$ cat config.mk
export PLATFORM = sky130hd
export DESIGN_NAME = ring_buffer_deque_top
export DESIGN_NICKNAME = d
export VERILOG_FILES = /design/src/rbd_pkg.sv /design/src/ring_buffer_deque_top.sv /design/src/rbd_mem.sv /design/src/rbd_ctrl.sv
export SDC_FILE = /design/constraint.sdc
export NUM_CORES = 1
export LEC_CHECK = 0
export ABC_CLOCK_PERIOD_IN_PS = 5700
export BUFFER_PORTS_ARGS = -buffer_cell sky130_fd_sc_hd__clkbuf_2
export CAP_MARGIN = 5
export CORE_UTILIZATION = 52
export CTS_CLUSTER_SIZE = 12
export DETAILED_ROUTE_END_ITERATION = 6
export PLACE_DENSITY = 0.73
export SLEW_MARGIN = 20
export SYNTH_ARGS = -nofsm -noshare
export SYNTH_HDL_FRONTEND = slang
export SYNTH_HIERARCHICAL = 1
export SYNTH_SLANG_ARGS = --single-unit
$ cat constraint.sdc
create_clock -name i_clk -period 5.7 [get_ports i_clk]
set_input_delay 0.57 -clock i_clk [delete_from_list [all_inputs] [get_ports i_clk]]
set_output_delay 0.57 -clock i_clk [all_outputs]
set_load 0.02 [all_outputs]
$ cat src/rbd_pkg.sv
package rbd_pkg;

    // Defaults for the top-level parameters.
    localparam int DEPTH_DEF      = 16;
    localparam int DATA_WIDTH_DEF = 32;

    // Fixed field widths.
    localparam int KIND_W      = 4;
    localparam int DIN_W       = 32;
    localparam int DOUT_W      = 32;
    localparam int STATUS_W    = 2;
    localparam int COUNT_W     = 5;
    localparam int OUT_TDATA_W = ((DOUT_W + 1 + STATUS_W + COUNT_W + 7) / 8) * 8;

    // Request kinds.
    localparam logic [KIND_W-1:0] KIND_PUSH_FRONT = 4'd0;
    localparam logic [KIND_W-1:0] KIND_PUSH_BACK  = 4'd1;
    localparam logic [KIND_W-1:0] KIND_POP_FRONT  = 4'd2;
    localparam logic [KIND_W-1:0] KIND_POP_BACK   = 4'd3;
    localparam logic [KIND_W-1:0] KIND_PEEK_FRONT = 4'd4;
    localparam logic [KIND_W-1:0] KIND_PEEK_BACK  = 4'd5;
    localparam logic [KIND_W-1:0] KIND_RM_FIRST   = 4'd6;
    localparam logic [KIND_W-1:0] KIND_RM_LAST    = 4'd7;
    localparam logic [KIND_W-1:0] KIND_CONTAINS   = 4'd8;
    localparam logic [KIND_W-1:0] KIND_CLEAR      = 4'd9;

    // Result status codes.
    localparam logic [STATUS_W-1:0] ST_OK    = 2'd0;
    localparam logic [STATUS_W-1:0] ST_EMPTY = 2'd1;
    localparam logic [STATUS_W-1:0] ST_FULL  = 2'd2;

    typedef struct packed {
        logic [KIND_W-1:0] kind;
        logic [DIN_W-1:0]  data;
    } t_req;

    typedef struct packed {
        logic [DOUT_W-1:0]   data;
        logic                hit;
        logic [STATUS_W-1:0] status;
    } t_res;

    // Top -> sequencer.
    typedef struct packed {
        logic start;
        logic res_taken;
    } t_ctl_cmd;

    // Sequencer -> top.
    typedef struct packed {
        logic ready;
        logic res_valid;
    } t_ctl_stat;

endpackage

$ cat src/ring_buffer_deque_top.sv
// Ring buffer deque: DEPTH words kept in a ring memory with front/back
// pointers and an entry count.
// Input channel (i_s_*): one request per transaction. tuser carries the
// request kind, tdata the value pushed or searched for.
// Output channel (o_m_*): exactly one result transaction per request,
// in request order, held in an output register.
// Sequencer states from the accept until ready again (S_DONE holds
// until the result is taken): push, clear, unused kinds S_EXEC, S_DONE;
// pop / peek S_EXEC, S_PEEK (one memory read), S_DONE; contains / remove
// S_EXEC, then S_SCAN_RD, S_SCAN_CMP per entry examined and S_MOVE_RD,
// S_MOVE_WR per entry moved to close the gap, then S_DONE.
// The memory has one read and one write port; each scan step and each
// shift step is a read followed by compare or write, run by one sequencer.
// A gap is closed from the shorter side, so at most DEPTH/2 entries move.
// o_s_tready is high only while the sequencer is idle; one request is in
// work at a time.
// A result waits in the sequencer while the output register holds an
// untaken transaction; nothing is dropped when the receiver stalls.
// Synchronous active-low reset empties the deque (pointers and count to
// zero) and clears the output valid; memory contents are not cleared.
module ring_buffer_deque_top #(
    parameter int DEPTH      = rbd_pkg::DEPTH_DEF,
    parameter int DATA_WIDTH = rbd_pkg::DATA_WIDTH_DEF
) (
    input  logic                             i_clk,
    input  logic                             i_rst_n,
    input  logic                             i_s_tvalid,
    output logic                             o_s_tready,
    input  logic [rbd_pkg::DIN_W-1:0]        i_s_tdata,   // [31:0] data_in
    input  logic [rbd_pkg::KIND_W-1:0]       i_s_tuser,   // [3:0] kind
    output logic                             o_m_tvalid,
    input  logic                             i_m_tready,
    // [31:0] data_out, [32] hit, [34:33] status, [39:35] count
    output logic [rbd_pkg::OUT_TDATA_W-1:0]  o_m_tdata
);
    import rbd_pkg::*;

    localparam int IW = $clog2(DEPTH);
    localparam int CW = $clog2(DEPTH + 1);

    t_ctl_cmd              w_cmd;
    t_ctl_stat             w_stat;
    t_req                  w_req;
    t_res                  w_res;
    logic [CW-1:0]         w_count;
    logic [COUNT_W-1:0]    w_count_out;
    logic                  w_mem_we;
    logic [IW-1:0]         w_mem_waddr;
    logic [DATA_WIDTH-1:0] w_mem_wdata;
    logic [IW-1:0]         w_mem_raddr;
    logic [DATA_WIDTH-1:0] w_mem_rdata;

    logic                   r_m_tvalid;
    logic [OUT_TDATA_W-1:0] r_m_tdata;

    // Output register is free when empty or being drained this cycle.
    assign o_s_tready    = w_stat.ready;
    assign w_cmd.start   = i_s_tvalid && w_stat.ready;
    assign w_cmd.res_taken = w_stat.res_valid && (!r_m_tvalid || i_m_tready);
    assign w_req.kind    = i_s_tuser;
    assign w_req.data    = i_s_tdata;

    generate
        if (CW >= COUNT_W) begin : g_cnt_cut
            assign w_count_out = w_count[COUNT_W-1:0];
        end else begin : g_cnt_ext
            assign w_count_out = {{(COUNT_W - CW){1'b0}}, w_count};
        end
    endgenerate

    always_ff @(posedge i_clk) begin
        if (!i_rst_n) begin
            r_m_tvalid <= 1'b0;
        end else if (w_cmd.res_taken) begin
            r_m_tvalid <= 1'b1;
        end else if (i_m_tready) begin
            r_m_tvalid <= 1'b0;
        end
        if (w_cmd.res_taken) begin
            r_m_tdata <= {w_count_out, w_res.status, w_res.hit, w_res.data};
        end
    end

    assign o_m_tvalid = r_m_tvalid;
    assign o_m_tdata  = r_m_tdata;

    rbd_ctrl #(
        .DEPTH      (DEPTH),
        .DATA_WIDTH (DATA_WIDTH)
    ) u_ctrl (
        .i_clk       (i_clk),
        .i_rst_n     (i_rst_n),
        .i_cmd       (w_cmd),
        .i_req       (w_req),
        .o_stat      (w_stat),
        .o_res       (w_res),
        .o_count     (w_count),
        .o_mem_we    (w_mem_we),
        .o_mem_waddr (w_mem_waddr),
        .o_mem_wdata (w_mem_wdata),
        .o_mem_raddr (w_mem_raddr),
        .i_mem_rdata (w_mem_rdata)
    );

    rbd_mem #(
        .DEPTH      (DEPTH),
        .DATA_WIDTH (DATA_WIDTH)
    ) u_mem (
        .i_clk   (i_clk),
        .i_we    (w_mem_we),
        .i_waddr (w_mem_waddr),
        .i_wdata (w_mem_wdata),
        .i_raddr (w_mem_raddr),
        .o_rdata (w_mem_rdata)
    );

endmodule

$ cat src/rbd_mem.sv
module rbd_mem #(
    parameter int DEPTH      = rbd_pkg::DEPTH_DEF,
    parameter int DATA_WIDTH = rbd_pkg::DATA_WIDTH_DEF,
    localparam int IW        = $clog2(DEPTH)
) (
    input  logic                  i_clk,
    input  logic                  i_we,
    input  logic [IW-1:0]         i_waddr,
    input  logic [DATA_WIDTH-1:0] i_wdata,
    input  logic [IW-1:0]         i_raddr,
    output logic [DATA_WIDTH-1:0] o_rdata
);
    import rbd_pkg::*;

    logic [DATA_WIDTH-1:0] r_mem [DEPTH];

    always_ff @(posedge i_clk) begin
        if (i_we) begin
            r_mem[i_waddr] <= i_wdata;
        end
    end

    // Registered read port.
    always_ff @(posedge i_clk) begin
        o_rdata <= r_mem[i_raddr];
    end

endmodule

$ cat src/rbd_ctrl.sv
module rbd_ctrl #(
    parameter int DEPTH      = rbd_pkg::DEPTH_DEF,
    parameter int DATA_WIDTH = rbd_pkg::DATA_WIDTH_DEF,
    localparam int IW        = $clog2(DEPTH),
    localparam int CW        = $clog2(DEPTH + 1)
) (
    input  logic                  i_clk,
    input  logic                  i_rst_n,
    input  rbd_pkg::t_ctl_cmd     i_cmd,
    input  rbd_pkg::t_req         i_req,
    output rbd_pkg::t_ctl_stat    o_stat,
    output rbd_pkg::t_res         o_res,
    output logic [CW-1:0]         o_count,
    output logic                  o_mem_we,
    output logic [IW-1:0]         o_mem_waddr,
    output logic [DATA_WIDTH-1:0] o_mem_wdata,
    output logic [IW-1:0]         o_mem_raddr,
    input  logic [DATA_WIDTH-1:0] i_mem_rdata
);
    import rbd_pkg::*;

    typedef enum logic [2:0] {
        S_IDLE,
        S_EXEC,
        S_PEEK,
        S_SCAN_RD,
        S_SCAN_CMP,
        S_MOVE_RD,
        S_MOVE_WR,
        S_DONE
    } t_state;

    t_state                r_state, n_state;
    logic [KIND_W-1:0]     r_kind, n_kind;
    logic [DATA_WIDTH-1:0] r_val, n_val;
    logic [IW-1:0]         r_front, n_front;
    logic [IW-1:0]         r_back, n_back;
    logic [CW-1:0]         r_count, n_count;
    logic [IW-1:0]         r_k, n_k;
    logic [CW-1:0]         r_left, n_left;
    logic                  r_front_side, n_front_side;
    logic [DOUT_W-1:0]     r_res_data, n_res_data;
    logic                  r_res_hit, n_res_hit;
    logic [STATUS_W-1:0]   r_res_status, n_res_status;

    logic [DATA_WIDTH-1:0] w_din;
    logic [DOUT_W-1:0]     w_rd_ext;
    logic [IW-1:0]         w_off;
    logic [IW-1:0]         w_slot;
    logic [CW-1:0]         w_pos;
    logic [CW-1:0]         w_cnt_m1;
    logic                  w_full;
    logic                  w_empty;
    logic                  w_match;
    logic                  w_fwd_scan;

    generate
        if (DATA_WIDTH >= DIN_W) begin : g_din_ext
            assign w_din = DATA_WIDTH'(i_req.data);
        end else begin : g_din_cut
            assign w_din = i_req.data[DATA_WIDTH-1:0];
        end
        if (DATA_WIDTH >= DOUT_W) begin : g_dout_cut
            assign w_rd_ext = i_mem_rdata[DOUT_W-1:0];
        end else begin : g_dout_ext
            assign w_rd_ext = {{(DOUT_W - DATA_WIDTH){1'b0}}, i_mem_rdata};
        end
    endgenerate

    // Shared slot adder and comparator.
    assign w_slot     = r_front + w_off;
    assign w_pos      = CW'(r_k);
    assign w_cnt_m1   = r_count - CW'(1);
    assign w_full     = (r_count == CW'(DEPTH));
    assign w_empty    = (r_count == '0);
    assign w_match    = (i_mem_rdata == r_val);
    assign w_fwd_scan = (r_kind != KIND_RM_LAST);

    always_comb begin
        case (r_state)
            S_MOVE_RD: w_off = r_front_side ? (r_k - IW'(1)) : (r_k + IW'(1));
            default:   w_off = r_k;
        endcase
    end

    // Memory port control.
    always_comb begin
        o_mem_we    = 1'b0;
        o_mem_waddr = r_back;
        o_mem_wdata = r_val;
        o_mem_raddr = w_slot;
        case (r_state)
            S_EXEC: begin
                if (r_kind == KIND_PUSH_FRONT) begin
                    o_mem_we    = !w_full;
                    o_mem_waddr = r_front - IW'(1);
                end else if (r_kind == KIND_PUSH_BACK) begin
                    o_mem_we    = !w_full;
                end
                if (r_kind == KIND_POP_BACK || r_kind == KIND_PEEK_BACK) begin
                    o_mem_raddr = r_back - IW'(1);
                end else begin
                    o_mem_raddr = r_front;
                end
            end
            S_MOVE_WR: begin
                o_mem_we    = 1'b1;
                o_mem_waddr = w_slot;
                o_mem_wdata = i_mem_rdata;
            end
            default: begin
                o_mem_we = 1'b0;
            end
        endcase
    end

    always_comb begin
        n_state      = r_state;
        n_kind       = r_kind;
        n_val        = r_val;
        n_front      = r_front;
        n_back       = r_back;
        n_count      = r_count;
        n_k          = r_k;
        n_left       = r_left;
        n_front_side = r_front_side;
        n_res_data   = r_res_data;
        n_res_hit    = r_res_hit;
        n_res_status = r_res_status;
        case (r_state)
            S_IDLE: begin
                if (i_cmd.start) begin
                    n_kind       = i_req.kind;
                    n_val        = w_din;
                    n_res_data   = '0;
                    n_res_hit    = 1'b0;
                    n_res_status = ST_OK;
                    n_state      = S_EXEC;
                end
            end
            S_EXEC: begin
                n_state = S_DONE;
                case (r_kind)
                    KIND_PUSH_FRONT, KIND_PUSH_BACK: begin
                        if (w_full) begin
                            n_res_status = ST_FULL;
                        end else begin
                            n_count = r_count + CW'(1);
                            if (r_kind == KIND_PUSH_FRONT) begin
                                n_front = r_front - IW'(1);
                            end else begin
                                n_back = r_back + IW'(1);
                            end
                        end
                    end
                    KIND_POP_FRONT, KIND_POP_BACK, KIND_PEEK_FRONT, KIND_PEEK_BACK: begin
                        if (w_empty) begin
                            n_res_status = ST_EMPTY;
                        end else begin
                            n_state = S_PEEK;
                        end
                    end
                    KIND_RM_FIRST, KIND_RM_LAST, KIND_CONTAINS: begin
                        if (!w_empty) begin
                            n_left  = r_count;
                            n_k     = w_fwd_scan ? '0 : w_cnt_m1[IW-1:0];
                            n_state = S_SCAN_RD;
                        end
                    end
                    KIND_CLEAR: begin
                        n_front = '0;
                        n_back  = '0;
                        n_count = '0;
                    end
                    default: begin
                        n_state = S_DONE;
                    end
                endcase
            end
            S_PEEK: begin
                n_res_data = w_rd_ext;
                n_res_hit  = 1'b1;
                n_state    = S_DONE;
                if (r_kind == KIND_POP_FRONT) begin
                    n_front = r_front + IW'(1);
                    n_count = w_cnt_m1;
                end else if (r_kind == KIND_POP_BACK) begin
                    n_back  = r_back - IW'(1);
                    n_count = w_cnt_m1;
                end
            end
            S_SCAN_RD: begin
                n_state = S_SCAN_CMP;
            end
            S_SCAN_CMP: begin
                if (w_match) begin
                    n_res_hit = 1'b1;
                    if (r_kind == KIND_CONTAINS) begin
                        n_state = S_DONE;
                    end else if (w_pos < (r_count - w_pos)) begin
                        // close the gap from the front side
                        n_front_side = 1'b1;
                        if (r_k == '0) begin
                            n_front = r_front + IW'(1);
                            n_count = w_cnt_m1;
                            n_state = S_DONE;
                        end else begin
                            n_state = S_MOVE_RD;
                        end
                    end else begin
                        n_front_side = 1'b0;
                        if ((w_pos + CW'(1)) >= r_count) begin
                            n_back  = r_back - IW'(1);
                            n_count = w_cnt_m1;
                            n_state = S_DONE;
                        end else begin
                            n_state = S_MOVE_RD;
                        end
                    end
                end else if (r_left == CW'(1)) begin
                    n_state = S_DONE;
                end else begin
                    n_left  = r_left - CW'(1);
                    n_k     = w_fwd_scan ? (r_k + IW'(1)) : (r_k - IW'(1));
                    n_state = S_SCAN_RD;
                end
            end
            S_MOVE_RD: begin
                n_state = S_MOVE_WR;
            end
            S_MOVE_WR: begin
                n_state = S_MOVE_RD;
                if (r_front_side) begin
                    n_k = r_k - IW'(1);
                    if (r_k == IW'(1)) begin
                        n_front = r_front + IW'(1);
                        n_count = w_cnt_m1;
                        n_state = S_DONE;
                    end
                end else begin
                    n_k = r_k + IW'(1);
                    if ((w_pos + CW'(2)) >= r_count) begin
                        n_back  = r_back - IW'(1);
                        n_count = w_cnt_m1;
                        n_state = S_DONE;
                    end
                end
            end
            S_DONE: begin
                if (i_cmd.res_taken) begin
                    n_state = S_IDLE;
                end
            end
            default: begin
                n_state = S_IDLE;
            end
        endcase
    end

    always_ff @(posedge i_clk) begin
        if (!i_rst_n) begin
            r_state <= S_IDLE;
            r_front <= '0;
            r_back  <= '0;
            r_count <= '0;
        end else begin
            r_state <= n_state;
            r_front <= n_front;
            r_back  <= n_back;
            r_count <= n_count;
        end
        r_kind       <= n_kind;
        r_val        <= n_val;
        r_k          <= n_k;
        r_left       <= n_left;
        r_front_side <= n_front_side;
        r_res_data   <= n_res_data;
        r_res_hit    <= n_res_hit;
        r_res_status <= n_res_status;
    end

    assign o_stat.ready     = (r_state == S_IDLE);
    assign o_stat.res_valid = (r_state == S_DONE);
    assign o_res.data       = r_res_data;
    assign o_res.hit        = r_res_hit;
    assign o_res.status     = r_res_status;
    assign o_count          = r_count;

endmodule

Word level (Yosys, flattened, before mapping)
Memory sizes are Yosys's and may differ from the RTL's. A register that Yosys moved wholly into a read port is not among the register bits. Index checks and enable logic that the tools add are counted. Widths: inputs -> output; s select.

Memories kept: 1. Memory bits (writable): 512. Input bits: 40. Output and inout bits: 42. Register bits after elaboration: 138.

Memory list: u_mem.r_mem (depth 16, width 32, read ports 1, clocked after Yosys merged registers in 1, wr ports 1, RTL line rbd_mem.sv:15) `logic [DATA_WIDTH-1:0] r_mem [DEPTH];`.

$lt $le $gt $ge: 3. Reductions and logical operators: 31. Bitwise logic cells: 1. Add/subtract/negate cells: 13. Equality and inequality tests: 52. Mux-type cells: 88.

Operator list (count): $mux 4 (30); $mux 5 (15); $mux 32 (2); $pmux 32 s2 (1); $eq 32x32->1 (1); $pmux 4 s4 (2); $mux 3 (9); $ne 2x1->1 const B (12); $pmux 3 s8 (1); $pmux 4 s2 (3); $pmux 5 s2 (2); $pmux 5 s4 (1); $ne 3x3->1 const B (6); $eq 4x3->1 const B (4); $reduce_and 5->1 (3); $mux 2 (7); $ne 2x2->1 const B (7); $add 4x1->4 const B (3); $eq 3x3->1 const B (4); $pmux 4 s3 (1); $reduce_and 12->1 (1); $sub 4x1->4 const B (3); $reduce_and 11->1 (1); $ge 5x5->1 (2); 38 further kinds (67).

Logic depth before layout (Yosys ltp)
Depth after elaboration: 7. Mapped depth: 17.

Cells and area by module
The synthesis kept the hierarchy.

By module, submodules not included: rbd_mem (area each 19835.3 um^2, times used 1, cells each 838, sequential area each 16015.4 um^2); rbd_ctrl (area each 6192.2 um^2, times used 1, cells each 670, sequential area each 2752.6 um^2); ring_buffer_deque_top (area each 1255.0 um^2, times used 1, cells each 45, sequential area each 1221.2 um^2).

Least setup slack after synthesis
Ideal clock, no wire load.

Path type: flip-flop to flip-flop. Start point: register u_ctrl.r_k[1]. End point: memory u_mem/r_mem[0][0] (netlist bit), enable pin. Library setup time: 0.461 ns. Clock period less this slack: 5.476 ns. Cell stages (with the launch flop): 14. Arrival: 5.015 ns. Setup slack: 0.224 ns. Cells stage by stage: edfxtp_1 > inv_1 > ha_1 > xnor2_1 > o21ai_0 > ha_1 > a21o_1 > a21oi_1 > xnor2_1 > xnor2_1 > nand2_1 > o21ai_0 > or3b_2 > nor3_1.

Longest elaborated chain between the ends: 5. Elaborated cells on any way between the ends: 6. Classes of those cells: add/sub: 3; mux: 3.

RTL lines: start: declaration (RTL line rbd_ctrl.sv:39) `logic [IW-1:0] r_k, n_k;`; start signal: assignment (RTL line rbd_ctrl.sv:274) `r_k <= n_k;`; $add 4x1->4 or $sub 4x1->4 (tied branches) (RTL line rbd_ctrl.sv:81) `S_MOVE_RD: w_off = r_front_side ? (r_k - IW'(1)) : (r_k + IW'(1));`; $mux 4 (RTL line rbd_ctrl.sv:81); $mux 4 (*) (RTL line rbd_ctrl.sv:80) `case (r_state)`; $add 4x4->4 (*) (RTL line rbd_ctrl.sv:71) `assign w_slot = r_front + w_off;`; $pmux 4 s2 (*) (RTL line rbd_ctrl.sv:92) `case (r_state)`; via w_mem_waddr[3] (RTL line ring_buffer_deque_top.sv:48) `logic [IW-1:0] w_mem_waddr;`; end: declaration (RTL line rbd_mem.sv:15).

The timed path passes the listed nets; every way through them passes the cells marked *.

Final worst setup path
Start point: register u_ctrl.r_state[1]. End point: memory u_mem/r_mem[9][21] (netlist bit), enable pin.

Longest elaborated chain between the ends: 4. Elaborated cells on any way between the ends: 9. Classes of those cells: add/sub: 1; eq/ne: 3; mux: 5.

RTL lines: start: declaration (RTL line rbd_ctrl.sv:33) `t_state r_state, n_state;`; start signal: assignment (RTL line rbd_ctrl.sv:267) `r_state <= n_state;`; $eq 3x3->1 (RTL line rbd_ctrl.sv:80); $mux 4 (RTL line rbd_ctrl.sv:80); $add 4x4->4 (RTL line rbd_ctrl.sv:71); $pmux 4 s2 (*) (RTL line rbd_ctrl.sv:92); via w_mem_waddr[1] (RTL line ring_buffer_deque_top.sv:48).

Marked as above.

==> flow_metrics.tcl <==
set metrics [dict create \
    cts_resized 0 \
    avgSynthCellArea_um2 17.6 \
    worst_pin_slew_ns 1.12 \
    ys.flop_type "edfxtp_1" \
    layout-drive-gt1-share 0.216 \
    end_kind "flop" \
    cts.sinks 682 \
    first_pass_iters 6 \
    dieArea_um2 53400 \
    grt_overflow 0 \
    cts_hold_buf 0 \
    drt_iter0_drc 1510 \
    async_flop_share 0 \
    timing.hold.ws_ns 0.135 \
    arrival_ns 5.13 \
    finalNetCount 1735 \
    post_cts_buffers 0 \
    grt_max_degree 129 \
    status "complete, no violations" \
    rsz0062_at_grt "false" \
    p_leak_nw 10.3 \
    initial_utilization 0.529 \
    timing.final.crit_share 0.844 \
    synth_area_um2 27300 \
    final_cells 2397 \
    core_area_um2 51600 \
    grt_pass1_vias 14600 \
    r2r_end "u_mem/r_mem[9][21]" \
    die_w_um 231 \
    viasPerCell 6.13 \
    max_clock_freq_mhz 208 \
    maxCapViolations 0 \
    synth_cell_types 64 \
    area_delta_synth_final_pct 13.1 \
    hold_viol 0 \
    io_buffers 81 \
    ios 82 \
    syn-num-nets 1629 \
    finClkSkew_ns 0.0130 \
    crit_path_start_kind "flop" \
    cts_tree "yes" \
    setup_tns_ns 0 \
    ys_ff_latch 682 \
    layout_commonest_cell "edfxtp_1" \
    reg2reg_depth 12 \
    crit_start "u_ctrl/r_state[1]" \
    antenna_found_initial 1 \
    die_h_um 231 \
    pre_cts_slack_ns 0.944 \
    cpMaxStageDelayCell "nor2_4" \
    mostFrequentLayoutCells "edfxtp_1 (633), nand2_1 (173), mux4_2 (128)" \
    r2r_start "u_ctrl/r_state[1]" \
    slew_headroom 0.254 \
    yosys_warnings 6 \
    cts_buffers 70 \
    hold_class "primary input to flop" \
    irDropWorstVdd_v 0.000913 \
    cp-endpoint "u_mem/r_mem[9][21]" \
    crit_type "flop to flop" \
    setup_slack_ns 0.891 \
    critPathMaxFanout 24 \
    placedCellCount 2267 \
    htree_levels 3 \
    ys_seq_area_frac 0.733 \
    drc 0 \
    row_count 83 \
    hpwl_mm 36.4 \
    drv_slew 0 \
    r2r_setup_slack_ns 0.89 \
    cp.required_ns 6.02 \
    grt_util_all_layers 0.235 \
    ctsRootBufferMaster "clkbuf_16" \
    vias 14700 \
    path_clk_slew_ns 0.06 \
    synth_edf_count 633 \
    power.density_nw_per_um2 603 \
    period_minus_slack_ns 4.81 \
    clk_path_buf_depth 3 \
    drt-total-wl_mm 61.6 \
    postRouteAntennaNets 0 \
    clk_latency_ns 0.61 \
    path_cells "clkinv_1, nand3_1, xnor2_1, ha_1, inv_1, fa_1, nor2_1, a21oi_1, o221ai_1, nand2b_1, nor2_4, buf_4" \
    wl_per_cell_um 25.7 \
    grt_pass1_wl_mm 91.8 \
    setup_viol 0 \
    max_stage_delay_ns 0.86 \
    syn_inst 1553 \
    gp_congestion 0.907 \
]
[how the worst min path moves through the flow]
| stage | start | to | slack [ns] | depth (start not counted) |
|---|---|---|---|---|
| after floorplan | u_ctrl/r_res_data[0] | o_m_tdata[0] | 0.40 | 0 |
| after global placement | u_ctrl/r_res_status[0] | o_m_tdata[33] | 0.40 | 0 |
| after detailed placement | u_ctrl/r_res_data[24] | o_m_tdata[24] | 0.40 | 0 |
| after CTS | i_s_tdata[30] | u_ctrl/r_val[30] | 0.11 | 1 |
| after global routing | i_s_tdata[30] | u_ctrl/r_val[30] | 0.11 | 1 |
| final | i_s_tdata[10] | u_ctrl/r_val[10] | 0.13 | 1 |
[where the power goes]
group / switching, W / internal (W)
Clock: 0.00185 / 0.00249
Combinational: 0.00424 / 0.00312
Sequential: 0.000490 / 0.00639
Total: 0.00659 / 0.0120
[synthesized netlist by cell type, types with 4 or more instances]
| cell | number | area (um2) |
|---|---|---|
| edfxtp_1 | 633 | 19000 |
| nor4_1 | 13 | 81.3 |
| mux2i_1 | 7 | 70.1 |
| o21ai_0 | 28 | 140 |
| buf_4 | 10 | 75.1 |
| nand2_1 | 174 | 653 |
| nor2b_1 | 5 | 31.3 |
| nand3_1 | 7 | 35.0 |
| o21bai_1 | 4 | 30.0 |
| buf_1 | 10 | 37.5 |
| o31ai_1 | 6 | 45.0 |
| and2_1 | 36 | 225 |
| dfxtp_1 | 49 | 981 |
| xnor2_1 | 17 | 149 |
| nand4_1 | 6 | 37.5 |
| buf_2 | 13 | 65.1 |
| a22oi_1 | 66 | 495 |
| clkbuf_1 | 46 | 173 |
| a21oi_1 | 38 | 190 |
| a31oi_1 | 4 | 25.0 |
| xor2_1 | 40 | 350 |
| inv_1 | 24 | 90.1 |
| ha_1 | 34 | 425 |
| o22ai_1 | 12 | 75.1 |
| nor2_1 | 60 | 225 |
| nand2b_1 | 9 | 56.3 |
| nor3_1 | 19 | 95.1 |
| mux4_2 | 128 | 2880 |
[stage by stage]
stage | instance area (um2) | utilization | power [W]
2_1_floorplan | 27300 | - | 0.0122
3_3_place_gp | 28700 | 0.555 | 0.0142
3_5_place_dp | 28700 | 0.555 | 0.0143
4_1_cts | 30800 | 0.597 | 0.0187
5_1_grt | 30800 | 0.598 | 0.0194
6_report | 30800 | 0.598 | 0.0186
[sequential cells by signal, summed over array words and instances (netlist names), 2 cells and up]
signal	flops
u_ctrl/r_back	4
u_ctrl/r_kind	4
u_ctrl/r_state	3
u_ctrl/r_val	32
o_m_tdata	40
u_ctrl/r_res_status	2
u_mem/r_mem	512
u_ctrl/r_res_data	32
u_ctrl/r_left	5
u_ctrl/o_count	5
u_ctrl/r_front	4
u_ctrl/r_k	4
u_mem/o_rdata	32
[cells by family after synthesis]
logic type / synth area share
AO/OA/AOI/OAI: 0.0498
flip-flops: 0.733
adder cells (fa/ha/maj): 0.0171
AND/OR/NAND/NOR: 0.0571
multiplexers: 0.108
buffers and inverters: 0.0168
XOR/XNOR: 0.0183
[metal layers]
metal	up-vias	global-route usage	part of all wire
met2	685	0.377	0.49
met1	7569	0.328	0.42
met4	0	0.0726	0.025
met5	-	0	0
li1	6329	-	-
met3	112	0.0443	0.074
[critical path, delay by kind of cell (launching register included)]
kind	cells	cell delay, ns
AOI/OAI and AO/OA	2	0.49
xor gates and xnor gates	1	0.16
adders and majority gates	2	0.75
buffers and inverters	3	0.77
DFF	1	0.63
and+or+nand+nor	4	1.71
[area by class of cell]
class | instances | area (um2)
fill | 3663 | 20800
multi-input combinational | 765 | 7020
timing repair buffer | 114 | 716
tap | 680 | 851
antenna | 1 | 2.50
clock inverter | 15 | 193
inverter | 26 | 97.6
sequential | 682 | 20000
clock buffer | 114 | 1980
No activity file was read; power rests on OpenSTA's default activity.
